File: config.mk
export PLATFORM = sky130hd
export DESIGN_NAME = bitmap_slot_allocator_unit
export DESIGN_NICKNAME = d
export VERILOG_FILES = /design/src/design/bsa_pkg.sv /design/src/design/bitmap_slot_allocator_unit.sv /design/src/design/bsa_ctrl.sv /design/src/design/bsa_datapath.sv
export SDC_FILE = /design/constraint.sdc
export NUM_CORES = 1
export LEC_CHECK = 0
export BUFFER_PORTS_ARGS = -buffer_cell sky130_fd_sc_hd__buf_2
export CORE_MARGIN = 2
export CORE_UTILIZATION = 47
export CTS_BUF_LIST = sky130_fd_sc_hd__clkbuf_4 sky130_fd_sc_hd__clkbuf_8 sky130_fd_sc_hd__clkbuf_16
export DETAILED_ROUTE_END_ITERATION = 16
export PLACE_DENSITY = 0.64
export SYNTH_ARGS = -nofsm -noshare
export SYNTH_HDL_FRONTEND = slang
export SYNTH_HIERARCHICAL = 1
export SYNTH_SLANG_ARGS = --single-unit
File: constraint.sdc
create_clock -name clock -period 11.9 [get_ports clock]
set_clock_uncertainty 0.05 [all_clocks]
set_input_delay 0.595 -clock clock [delete_from_list [all_inputs] [get_ports clock]]
set_output_delay 0.595 -clock clock [all_outputs]
set_load 0.005 [all_outputs]
File: src/design/bsa_pkg.sv
// Shared types and constants for the bitmap slot allocator.
// Depends on nothing; used by every module of the block.
package bsa_pkg;

   localparam int SLOT_COUNT_DEFAULT = 64;  // default bitmap size
   localparam int MAP_LIMIT          = 64;  // largest bitmap the 6-bit index can name
   localparam int COUNT_W            = 7;   // request count and active length width
   localparam int SLOT_W             = 6;   // slot index width
   localparam int GROUP_W            = 8;   // bits per group in the free/used count
   localparam int GROUP_CNT_W        = 4;   // width of one group's count

   typedef enum logic {
      CMD_ALLOC   = 1'b0,
      CMD_RELEASE = 1'b1
   } cmd_type;

   typedef enum logic [1:0] {
      STATUS_OK    = 2'd0,
      STATUS_EMPTY = 2'd1,
      STATUS_SHORT = 2'd2
   } status_type;

   typedef struct packed {
      cmd_type              cmd;
      logic [COUNT_W-1:0]   request_count;
   } req_word_type;

   typedef struct packed {
      logic [SLOT_W-1:0]    slot_index;
      status_type           status;
      logic                 last;
   } rsp_word_type;

   typedef enum logic [1:0] {
      ST_IDLE,
      ST_COUNT,
      ST_CHECK,
      ST_EMIT
   } state_type;

   // Commands from controller to datapath
   typedef struct packed {
      logic load_req;
      logic count_en;
      logic emit_slot;
      logic emit_empty;
      logic emit_short;
   } ctrl_cmd_type;

   // Status from datapath to controller
   typedef struct packed {
      logic count_zero;
      logic avail_ok;
      logic out_free;
      logic last_slot;
   } dp_status_type;

endpackage

File: src/design/bitmap_slot_allocator_unit.sv
// Top level of the bitmap slot allocator: controller plus datapath.
// Depends on bsa_pkg, bsa_ctrl and bsa_datapath.
//
// Keeps an occupancy bitmap (one bit per slot, all free after reset) and
// serves allocate and release requests. An allocate request for N slots
// takes the N lowest free active slots, marks them used and returns one
// word per slot in ascending index order; a release does the same for the
// N lowest used active slots. The final word of each request has last set.
// A count of zero gives a single word with status empty; a request that
// cannot be met in full gives a single word with status short and leaves
// the bitmap alone. csr_wdata sets the number of active low slots, saturated
// to the bitmap size; slots above it are neither read nor changed. Write it
// only while the block is idle. One request is handled at a time. A request
// is loaded, its matching slots are counted into per-group registers and the
// sum is checked against N; empty and short results leave at that check, else
// slots follow one per cycle through the lowest-set-bit priority encoder.
// Results sit in an output register, so a stalled rsp_ready holds the emit phase.
module bitmap_slot_allocator_unit
   import bsa_pkg::*;
#(
   parameter int SLOT_COUNT = SLOT_COUNT_DEFAULT
)
(
   input  logic               clock,
   input  logic               reset,
   // request channel
   input  logic               req_valid,
   output logic               req_ready,
   input  req_word_type       req_word,
   // result channel
   output logic               rsp_valid,
   input  logic               rsp_ready,
   output rsp_word_type       rsp_word,
   // active length register
   input  logic               csr_we,
   input  logic [COUNT_W-1:0] csr_wdata
);

   ctrl_cmd_type  ctrl_cmd;
   dp_status_type dp_status;

   // Sequence each request: load, count, check, then emit slot by slot
   bsa_ctrl u_ctrl (
      .clock     (clock),
      .reset     (reset),
      .req_valid (req_valid),
      .req_ready (req_ready),
      .dp_status (dp_status),
      .ctrl_cmd  (ctrl_cmd)
   );

   // Hold the bitmap, count matches, pick the lowest and register results
   bsa_datapath #(
      .SLOT_COUNT (SLOT_COUNT)
   ) u_datapath (
      .clock     (clock),
      .reset     (reset),
      .csr_we    (csr_we),
      .csr_wdata (csr_wdata),
      .req_word  (req_word),
      .rsp_word  (rsp_word),
      .rsp_valid (rsp_valid),
      .rsp_ready (rsp_ready),
      .ctrl_cmd  (ctrl_cmd),
      .dp_status (dp_status)
   );

endmodule

File: src/design/bsa_ctrl.sv
// Sequencing state machine of the bitmap slot allocator.
// Depends on bsa_pkg; drives the datapath through ctrl_cmd_type.
module bsa_ctrl
   import bsa_pkg::*;
(
   input  logic          clock,
   input  logic          reset,
   input  logic          req_valid,
   output logic          req_ready,
   input  dp_status_type dp_status,
   output ctrl_cmd_type  ctrl_cmd
);

   state_type state_ff;
   state_type state_in;

   always_ff @(posedge clock) begin
      if (reset) begin
         state_ff <= ST_IDLE;
      end else begin
         state_ff <= state_in;
      end
   end

   always_comb begin
      state_in  = state_ff;
      ctrl_cmd  = '0;
      req_ready = 1'b0;
      case (state_ff)
         ST_IDLE: begin
            req_ready = 1'b1;
            if (req_valid) begin
               ctrl_cmd.load_req = 1'b1;
               state_in          = ST_COUNT;
            end
         end
         ST_COUNT: begin
            ctrl_cmd.count_en = 1'b1;
            state_in          = ST_CHECK;
         end
         ST_CHECK: begin
            if (dp_status.count_zero) begin
               if (dp_status.out_free) begin
                  ctrl_cmd.emit_empty = 1'b1;
                  state_in            = ST_IDLE;
               end
            end else if (!dp_status.avail_ok) begin
               if (dp_status.out_free) begin
                  ctrl_cmd.emit_short = 1'b1;
                  state_in            = ST_IDLE;
               end
            end else begin
               state_in = ST_EMIT;
            end
         end
         ST_EMIT: begin
            if (dp_status.out_free) begin
               ctrl_cmd.emit_slot = 1'b1;
               if (dp_status.last_slot) begin
                  state_in = ST_IDLE;
               end
            end
         end
         default: begin
            state_in = ST_IDLE;
         end
      endcase
   end

   // Only one kind of result may be produced per cycle
   assert property (@(posedge clock) disable iff (reset)
      $onehot0({ctrl_cmd.emit_slot, ctrl_cmd.emit_empty, ctrl_cmd.emit_short}))
      else $error("more than one result kind in one cycle");

   // A request is taken only when the previous one has finished; each load must lead to the count state
   assert property (@(posedge clock) disable iff (reset)
      ctrl_cmd.load_req |=> state_ff == ST_COUNT)
      else $error("request load did not start a count");

   // Leaving the emit phase only on the final slot
   assert property (@(posedge clock) disable iff (reset)
      (state_ff == ST_EMIT && state_in == ST_IDLE) |-> ctrl_cmd.emit_slot
                                                       && dp_status.last_slot)
      else $error("emit phase left early");

endmodule

File: src/design/bsa_datapath.sv
// Occupancy bitmap, availability count, priority encoder and result register.
// Depends on bsa_pkg; commanded by bsa_ctrl.
module bsa_datapath
   import bsa_pkg::*;
#(
   parameter int SLOT_COUNT = SLOT_COUNT_DEFAULT
)
(
   input  logic               clock,
   input  logic               reset,
   input  logic               csr_we,
   input  logic [COUNT_W-1:0] csr_wdata,
   input  req_word_type       req_word,
   output rsp_word_type       rsp_word,
   output logic               rsp_valid,
   input  logic               rsp_ready,
   input  ctrl_cmd_type       ctrl_cmd,
   output dp_status_type      dp_status
);

   localparam int MAP_BITS   = (SLOT_COUNT < MAP_LIMIT) ? SLOT_COUNT : MAP_LIMIT;
   localparam int IDX_W      = (MAP_BITS > 1) ? $clog2(MAP_BITS) : 1;
   localparam int NUM_GROUPS = (MAP_BITS + GROUP_W - 1) / GROUP_W;
   localparam int PAD_W      = NUM_GROUPS * GROUP_W;

   logic [MAP_BITS-1:0]    occ_ff, occ_in;
   logic [MAP_BITS-1:0]    active_mask_ff, active_mask_in;
   cmd_type                cmd_ff;
   logic [COUNT_W-1:0]     remaining_ff, remaining_in;
   logic [GROUP_CNT_W-1:0] group_cnt_ff [NUM_GROUPS];
   logic                   rsp_valid_ff, rsp_valid_in;
   rsp_word_type           rsp_word_ff, rsp_word_in;

   logic [COUNT_W-1:0]     len_sat;
   logic [MAP_BITS-1:0]    match;
   logic [PAD_W-1:0]       match_pad;
   logic [MAP_BITS-1:0]    lowest;
   logic [IDX_W-1:0]       lowest_idx;
   logic [COUNT_W-1:0]     avail_sum;
   logic                   out_free;

   // Active mask, worked out once per register write
   always_comb begin
      len_sat = (csr_wdata > COUNT_W'(MAP_BITS)) ? COUNT_W'(MAP_BITS) : csr_wdata;
      for (int i = 0; i < MAP_BITS; i++) begin
         active_mask_in[i] = COUNT_W'(i) < len_sat;
      end
   end

   // Matching slots: used for a release, free for an allocate
   always_comb begin
      match     = ((cmd_ff == CMD_RELEASE) ? occ_ff : ~occ_ff) & active_mask_ff;
      match_pad = PAD_W'(match);
      lowest    = match & (~match + MAP_BITS'(1));
      lowest_idx = '0;
      for (int i = 0; i < MAP_BITS; i++) begin
         if (lowest[i]) begin
            lowest_idx = lowest_idx | IDX_W'(i);
         end
      end
      avail_sum = '0;
      for (int g = 0; g < NUM_GROUPS; g++) begin
         avail_sum = avail_sum + COUNT_W'(group_cnt_ff[g]);
      end
   end

   assign out_free = !rsp_valid_ff || rsp_ready;

   always_comb begin
      occ_in       = occ_ff;
      remaining_in = remaining_ff;
      rsp_valid_in = rsp_valid_ff && !rsp_ready;
      rsp_word_in  = rsp_word_ff;
      if (ctrl_cmd.load_req) begin
         remaining_in = req_word.request_count;
      end
      if (ctrl_cmd.emit_slot) begin
         occ_in                 = occ_ff ^ lowest;
         remaining_in           = remaining_ff - COUNT_W'(1);
         rsp_valid_in           = 1'b1;
         rsp_word_in.slot_index = SLOT_W'(lowest_idx);
         rsp_word_in.status     = STATUS_OK;
         rsp_word_in.last       = (remaining_ff == COUNT_W'(1));
      end
      if (ctrl_cmd.emit_empty || ctrl_cmd.emit_short) begin
         rsp_valid_in           = 1'b1;
         rsp_word_in.slot_index = '0;
         rsp_word_in.status     = ctrl_cmd.emit_empty ? STATUS_EMPTY : STATUS_SHORT;
         rsp_word_in.last       = 1'b1;
      end
   end

   always_ff @(posedge clock) begin
      if (reset) begin
         occ_ff         <= '0;
         active_mask_ff <= '1;
         remaining_ff   <= '0;
         rsp_valid_ff   <= 1'b0;
      end else begin
         occ_ff       <= occ_in;
         remaining_ff <= remaining_in;
         rsp_valid_ff <= rsp_valid_in;
         if (csr_we) begin
            active_mask_ff <= active_mask_in;
         end
      end
   end

   always_ff @(posedge clock) begin
      rsp_word_ff <= rsp_word_in;
      if (ctrl_cmd.load_req) begin
         cmd_ff <= req_word.cmd;
      end
      if (ctrl_cmd.count_en) begin
         for (int g = 0; g < NUM_GROUPS; g++) begin
            group_cnt_ff[g] <= GROUP_CNT_W'($countones(match_pad[g*GROUP_W +: GROUP_W]));
         end
      end
   end

   assign rsp_valid = rsp_valid_ff;
   assign rsp_word  = rsp_word_ff;

   assign dp_status.count_zero = (remaining_ff == '0);
   assign dp_status.avail_ok   = (avail_sum >= remaining_ff);
   assign dp_status.out_free   = out_free;
   assign dp_status.last_slot  = (remaining_ff == COUNT_W'(1));

   // An emitted slot always has a count behind it and a matching bit to take
   assert property (@(posedge clock) disable iff (reset)
      ctrl_cmd.emit_slot |-> (remaining_ff != '0) && (match != '0))
      else $error("slot emitted with nothing to take");

   // Each emitted slot flips exactly one bitmap bit
   assert property (@(posedge clock) disable iff (reset)
      ctrl_cmd.emit_slot |=> $countones(occ_ff ^ $past(occ_ff)) == 1)
      else $error("bitmap changed by other than one bit");

   // Error and empty results never touch the bitmap
   assert property (@(posedge clock) disable iff (reset)
      (ctrl_cmd.emit_empty || ctrl_cmd.emit_short) |=> $stable(occ_ff))
      else $error("bitmap changed by a failed request");

   // A result that is not ok carries slot zero and closes its request
   assert property (@(posedge clock) disable iff (reset)
      (rsp_valid_ff && rsp_word_ff.status != STATUS_OK)
         |-> (rsp_word_ff.slot_index == '0) && rsp_word_ff.last)
      else $error("bad error result");

endmodule

**Word-level counts from Yosys, hierarchy flattened**

Memory sizes are Yosys's and may differ from the RTL's.
Index checks and enable logic that the tools add are counted.

- RAM bits: 32
- Register bits after elaboration: 148
- Output and inout port bits: 11
- Word-level logic and storage cells: 280
- Memories kept: 1

Memory list:

| name | depth | bits a word | rd ports | clocked after memory_dff | wr ports | RTL line | text |
|---|---|---|---|---|---|---|---|
| u_datapath.group_cnt_ff | 8 | 4 | 8 | 0 | 8 | bsa_datapath.sv:30 | `logic [GROUP_CNT_W-1:0] group_cnt_ff [NUM_GROUPS];` |

- Order comparisons: 66
- Muxes and demuxes: 116
- Eq/ne operators: 7
- $add $sub $neg: 65
- Reduce and logical (&&, ||, !) cells: 11
- Bitwise gates (word level): 5

Operators by type and width:

| operator | count |
|---|---|
| < comparator 6 x 7 -> 1 bit, first input constant | 32 |
| 2-to-1 mux 6 bit | 32 |
| 2-to-1 mux 64 bit | 3 |
| AND 64 bit | 2 |
| NOT 64 bit | 2 |
| < comparator 5 x 7 -> 1 bit, first input constant | 16 |
| adder 4 bit | 24 |
| 2-to-1 mux 5 bit | 16 |
| adder 1 x 1 -> 2 bit | 32 |
| adder 64 x 1 -> 64 bit, second input constant | 1 |
| XOR 64 bit | 1 |
| < comparator 4 x 7 -> 1 bit, first input constant | 8 |
| 2-to-1 mux 2 bit | 22 |
| adder 7 x 4 -> 7 bit | 6 |
| 2-to-1 mux 4 bit | 8 |
| < comparator 3 x 7 -> 1 bit, first input constant | 4 |
| 2-to-1 mux 1 bit | 25 |
| 2-to-1 mux 7 bit | 3 |
| 2-to-1 mux 3 bit | 6 |
| < comparator 1 x 7 -> 1 bit, first input constant | 2 |
| < comparator 2 x 7 -> 1 bit, first input constant | 2 |
| one-hot mux 2 bit (4 select lines) | 1 |
| equality test 7 x 1 -> 1 bit, second input constant | 1 |
| greater-or-equal comparator 7 bit | 1 |
| 14 further kinds | 20 |

**Logic depth before layout (Yosys ltp)**

- Depth after elaboration: 69
- Gate-level depth with buffers: 20
- Mapped depth without buffers: 20

**By module**

Netlist, hierarchy kept.

Modules (own cells, without submodules):

| module | area each (um^2) | instances | cells each |
|---|---|---|---|
| bsa_datapath | 11,422.2 | 1 | 1,307 |
| bsa_ctrl | 151.4 | 1 | 19 |

**Worst setup path before layout**

Ideal clock, no wire load.

- Kind: flip-flop to flip-flop
- From: memory u_datapath.group_cnt_ff[4][2] (netlist: u_datapath/group_cnt_ff[1][2])
- To: register u_datapath.rsp_word_ff, in the netlist u_datapath/rsp_word[1] (enable)
- Path slack: 7.136 ns
- Path buffers: 0
- Library setup time: 0.297 ns
- Cell stages (with the launch flop): 16
- Data arrival time: 4.416 ns
- Path through: edfxtp_1 -> fa_1 -> fa_1 -> fa_1 -> fa_1 -> ha_1 -> fa_1 -> ha_1 -> a21o_1 -> a21oi_1 -> nor2b_1 -> o21ai_0 -> nand2b_1 -> nor4_1 -> nor2_1 -> nand2_1

RTL lines:

| element | RTL line | text |
|---|---|---|
| from (decl) | bsa_datapath.sv:30 |  |
| to (signal assigned) | bsa_datapath.sv:110 | `rsp_word_ff <= rsp_word_in;` |
| to (decl) | bsa_datapath.sv:32 | `rsp_word_type rsp_word_ff, rsp_word_in;` |

==> impl_metrics.yaml <==
synth:
  synth_edf_count: 35
  ys_types: 68
  synth_top_area_cell: "dfxtp_1"
  synth_fa_ha_area_frac: 0.149
  synthCells: 1326
  synth-xor-area-share: 0.104
  synth-main-ff-cell: "dfxtp_1"
  synth_fp_nets: 1451
  synthSimpleGateAreaFrac: 0.217
  ys_seq_area_frac: 0.342
  synth_top_family_by_area: "simple AND/OR/NAND/NOR gates"
  synth_top_area_share: 0.251
  synth.avg_cell_area_um2: 8.73
  synth_area_leaders: "dfxtp_1, fa_1, edfxtp_1"
  synth_area_um2: 11600
  synth_compound_area_frac: 0.127
  synthMuxAreaShare: 0.00173
  ys.warnings.count: 6
  synthArstFlopShare: 0
  ys_ff_latch: 180
pwr:
  swShare: 0.410
  cellPowerDensity_nw_per_um2: 284
  internal-power_w: 0.00211
  p_total_w: 0.00357
  switching_power_w: 0.00146
  vdd_ir_drop_max_v: 0.000348
  pwr-share-comb: 0.616
  clock_power_share: 0.160
  seqPwrFrac: 0.224
  leakage_nw: 5.05
place:
  gp_congestion: 1.02
  portBuffers: 30
  dp_hpwl_mm: 24.7
  dp_cells: 1640
die:
  die_h_um: 161
  start_util: 0.477
  ios: 31
  dieWidth_um: 161
  dieArea_um2: 25900
  core_um2: 24200
  placementRows: 57
clocking:
  ctsLongestPathBuffers: 2
  htreeDepth: 4
  cts_buffers: 17
  clkTransAtPathRegs_ns: 0.06
  cts_sinks: 180
  cts_tree: "built"
  clkLatencyLatePin_ns: 0.44
  cts_root_buf: "clkbuf_16"
  cts-resized-gates: 0
  hold_buffers: 0
  post_cts_buffers: 0
final_layout:
  finalNetCount: 1460
  drive_gt1_frac: 0.0654
  n_antenna_cell: 0
  syn2layout_area_growth_pct: 8.68
  instances_no_fill: 1670
  num-fill-cells: 2332
detailed_routing:
  wl_per_cell_um: 19.5
  drc_errors: 0
  post_drt_via_cell_ratio: 5.81
  wl_met1_mm: 15.2
  dr_wl_met2_mm: 14.2
  vias: 9704
  wl_mm: 32.5
  first_iter_violations: 978
  dr_wl_met3_mm: 2.18
  top_layer: "met4"
  drtPass1Iterations: 6
  ant_nets: 0
global_route:
  grtUsageTotal: 0.259
  grt_pass1_wl_mm: 52.1
  grt-ovfl-total: 0
  grt_pass1_vias: 9354
  antenna_found_initial: 0
  grt_start_max_net_pins: 61
sta:
  rsz0062_at_grt: "false"
  setup_viol: 0
  slew_headroom: 0.223
  finalMaxSlewViolations: 0
  worstMarginPinSlew_ns: 1.17
  period_minus_slack_ns: 5.04
  hold_viol: 0
  tns_ns: 0
  fmax_mhz: 198
  finalCritPeriodShare: 0.424
critical_path:
  setup.worst_path.class: "reg2reg"
  required_ns: 11.98
  cp.arrival_ns: 5.12
  crit-reg2reg-launch: "u_datapath/group_cnt_ff[1][2]"
  cp_max_fo: 9
  crit_start: "u_datapath/group_cnt_ff[1][2]"
  endpoint_kind: "flop"
  worst_setup_path_start_kind: "flop"
hold_path:
  hp-class: "in2reg"
  hold_start: "req_word[7]"
flow_run:
  cap_violations: 0
status:
  status: "finished clean"
[power by group through the flow]
stage,logic (W),registers [W],clock network [W]
floorplan,0.00172,0.000802,0
global placement,0.00213,0.000812,0
detailed placement,0.00222,0.000814,0
CTS,0.00224,0.000801,0.000584
global route,0.00263,0.000813,0.000605
finish,0.00220,0.000801,0.000571
[layout make-up]
cell class / count / area, µm² / area share
well taps: 324 / 405 / 0.0322
flip-flops and latches: 180 / 3950 / 0.314
repair buffers: 39 / 220 / 0.0175
clock buffers: 24 / 532 / 0.0423
multi-input cells: 973 / 6930 / 0.551
clock inverters: 6 / 67.6 / 0.00537
inverters: 124 / 465 / 0.0370
[routing by layer]
layer | global-route usage | vias up
met5 | 0 | -
met4 | 0.0966 | 0
met3 | 0.0411 | 58
met2 | 0.394 | 401
met1 | 0.372 | 4659
li1 | - | 4586
[metrics by stage]
stage | instance area (µm²) | hold slack, ns | utilization | setup WS (ns)
after detailed placement | 12000 | 0.405 | 0.494 | 6.87
after CTS | 12600 | 0.283 | 0.519 | 6.84
after global routing | 12600 | 0.283 | 0.519 | 6.57
after global placement | 12000 | 0.404 | 0.494 | 6.89
final | 12600 | 0.296 | 0.519 | 6.86
after floorplan | 11600 | 0.384 | - | 7.14
[cells in the mapped netlist, types with 4 or more instances]
master / count
nand4_1: 30
edfxtp_1: 35
and2_1: 13
buf_4: 6
or3_1: 5
nand2b_1: 10
a22oi_1: 17
a21o_1: 6
nor2_1: 117
nor3b_1: 4
dfxtp_1: 145
xnor2_1: 88
a222oi_1: 7
nor3_1: 33
a221oi_1: 4
a211o_1: 11
ha_1: 50
clkbuf_1: 32
nand2_1: 184
a21oi_1: 48
nor4_1: 21
buf_1: 4
buf_2: 5
xor2_1: 49
a221o_1: 28
a31oi_1: 5
nor2b_1: 15
inv_1: 122
o21ai_0: 43
a211oi_1: 6
nand3_1: 60
fa_1: 55
[final timing paths]
kind                                  end  slack [ns]  cells past startpoint
max                u_datapath/rsp_word[2]        6.86                     15
min                     u_datapath/cmd_ff        0.30                      1
max reg2reg        u_datapath/rsp_word[2]        6.86                     15
min reg2reg  u_datapath/active_mask_ff[7]        0.43                      2
[cells by family (layout without fill, tap and decap cells)]
| family | Yosys count | after routing |
|---|---|---|
| AND/OR/NAND/NOR | 519 | 519 |
| AO/OA/AOI/OAI | 210 | 210 |
| flip-flops | 180 | 180 |
| buffers and inverters | 173 | 193 |
| XOR/XNOR | 137 | 137 |
| adder cells (fa/ha/maj) | 105 | 105 |
| multiplexers | 2 | 2 |
[worst max-delay path, stage by stage (launching register included)]
cell and delay [ns]:
edfxtp_1 0.40, fa_1 0.53, fa_1 0.52, fa_1 0.52
fa_1 0.49, ha_1 0.24, fa_1 0.44, ha_1 0.29
a21o_1 0.16, a21oi_1 0.13, nor2b_1 0.05, o21ai_0 0.14
nand2b_1 0.11, nor4_1 0.31, nor2_1 0.20, nand2_1 0.15
[flip-flops by register name, summed over array words and instances, names as in the netlist]
| name | cells |
|---|---|
| u_datapath/rsp_word | 9 |
| u_datapath/remaining_ff | 7 |
| u_datapath/rsp_valid | 1 |
| u_ctrl/state_ff | 2 |
| u_datapath/cmd_ff | 1 |
| u_datapath/group_cnt_ff | 32 |
| u_datapath/occ_ff | 64 |
| u_datapath/active_mask_ff | 64 |
[layout by cell type, fill, tap and decap left out, types with 35 or more instances in the layout]
cell type	synthesis	routed
nand2_1	184	184
dfxtp_1	145	145
inv_1	122	122
nor2_1	117	117
xnor2_1	88	88
nand3_1	60	60
fa_1	55	55
ha_1	50	50
xor2_1	49	49
a21oi_1	48	48
o21ai_0	43	42
edfxtp_1	35	35
Note: power is estimated with default switching activity, not from simulation.
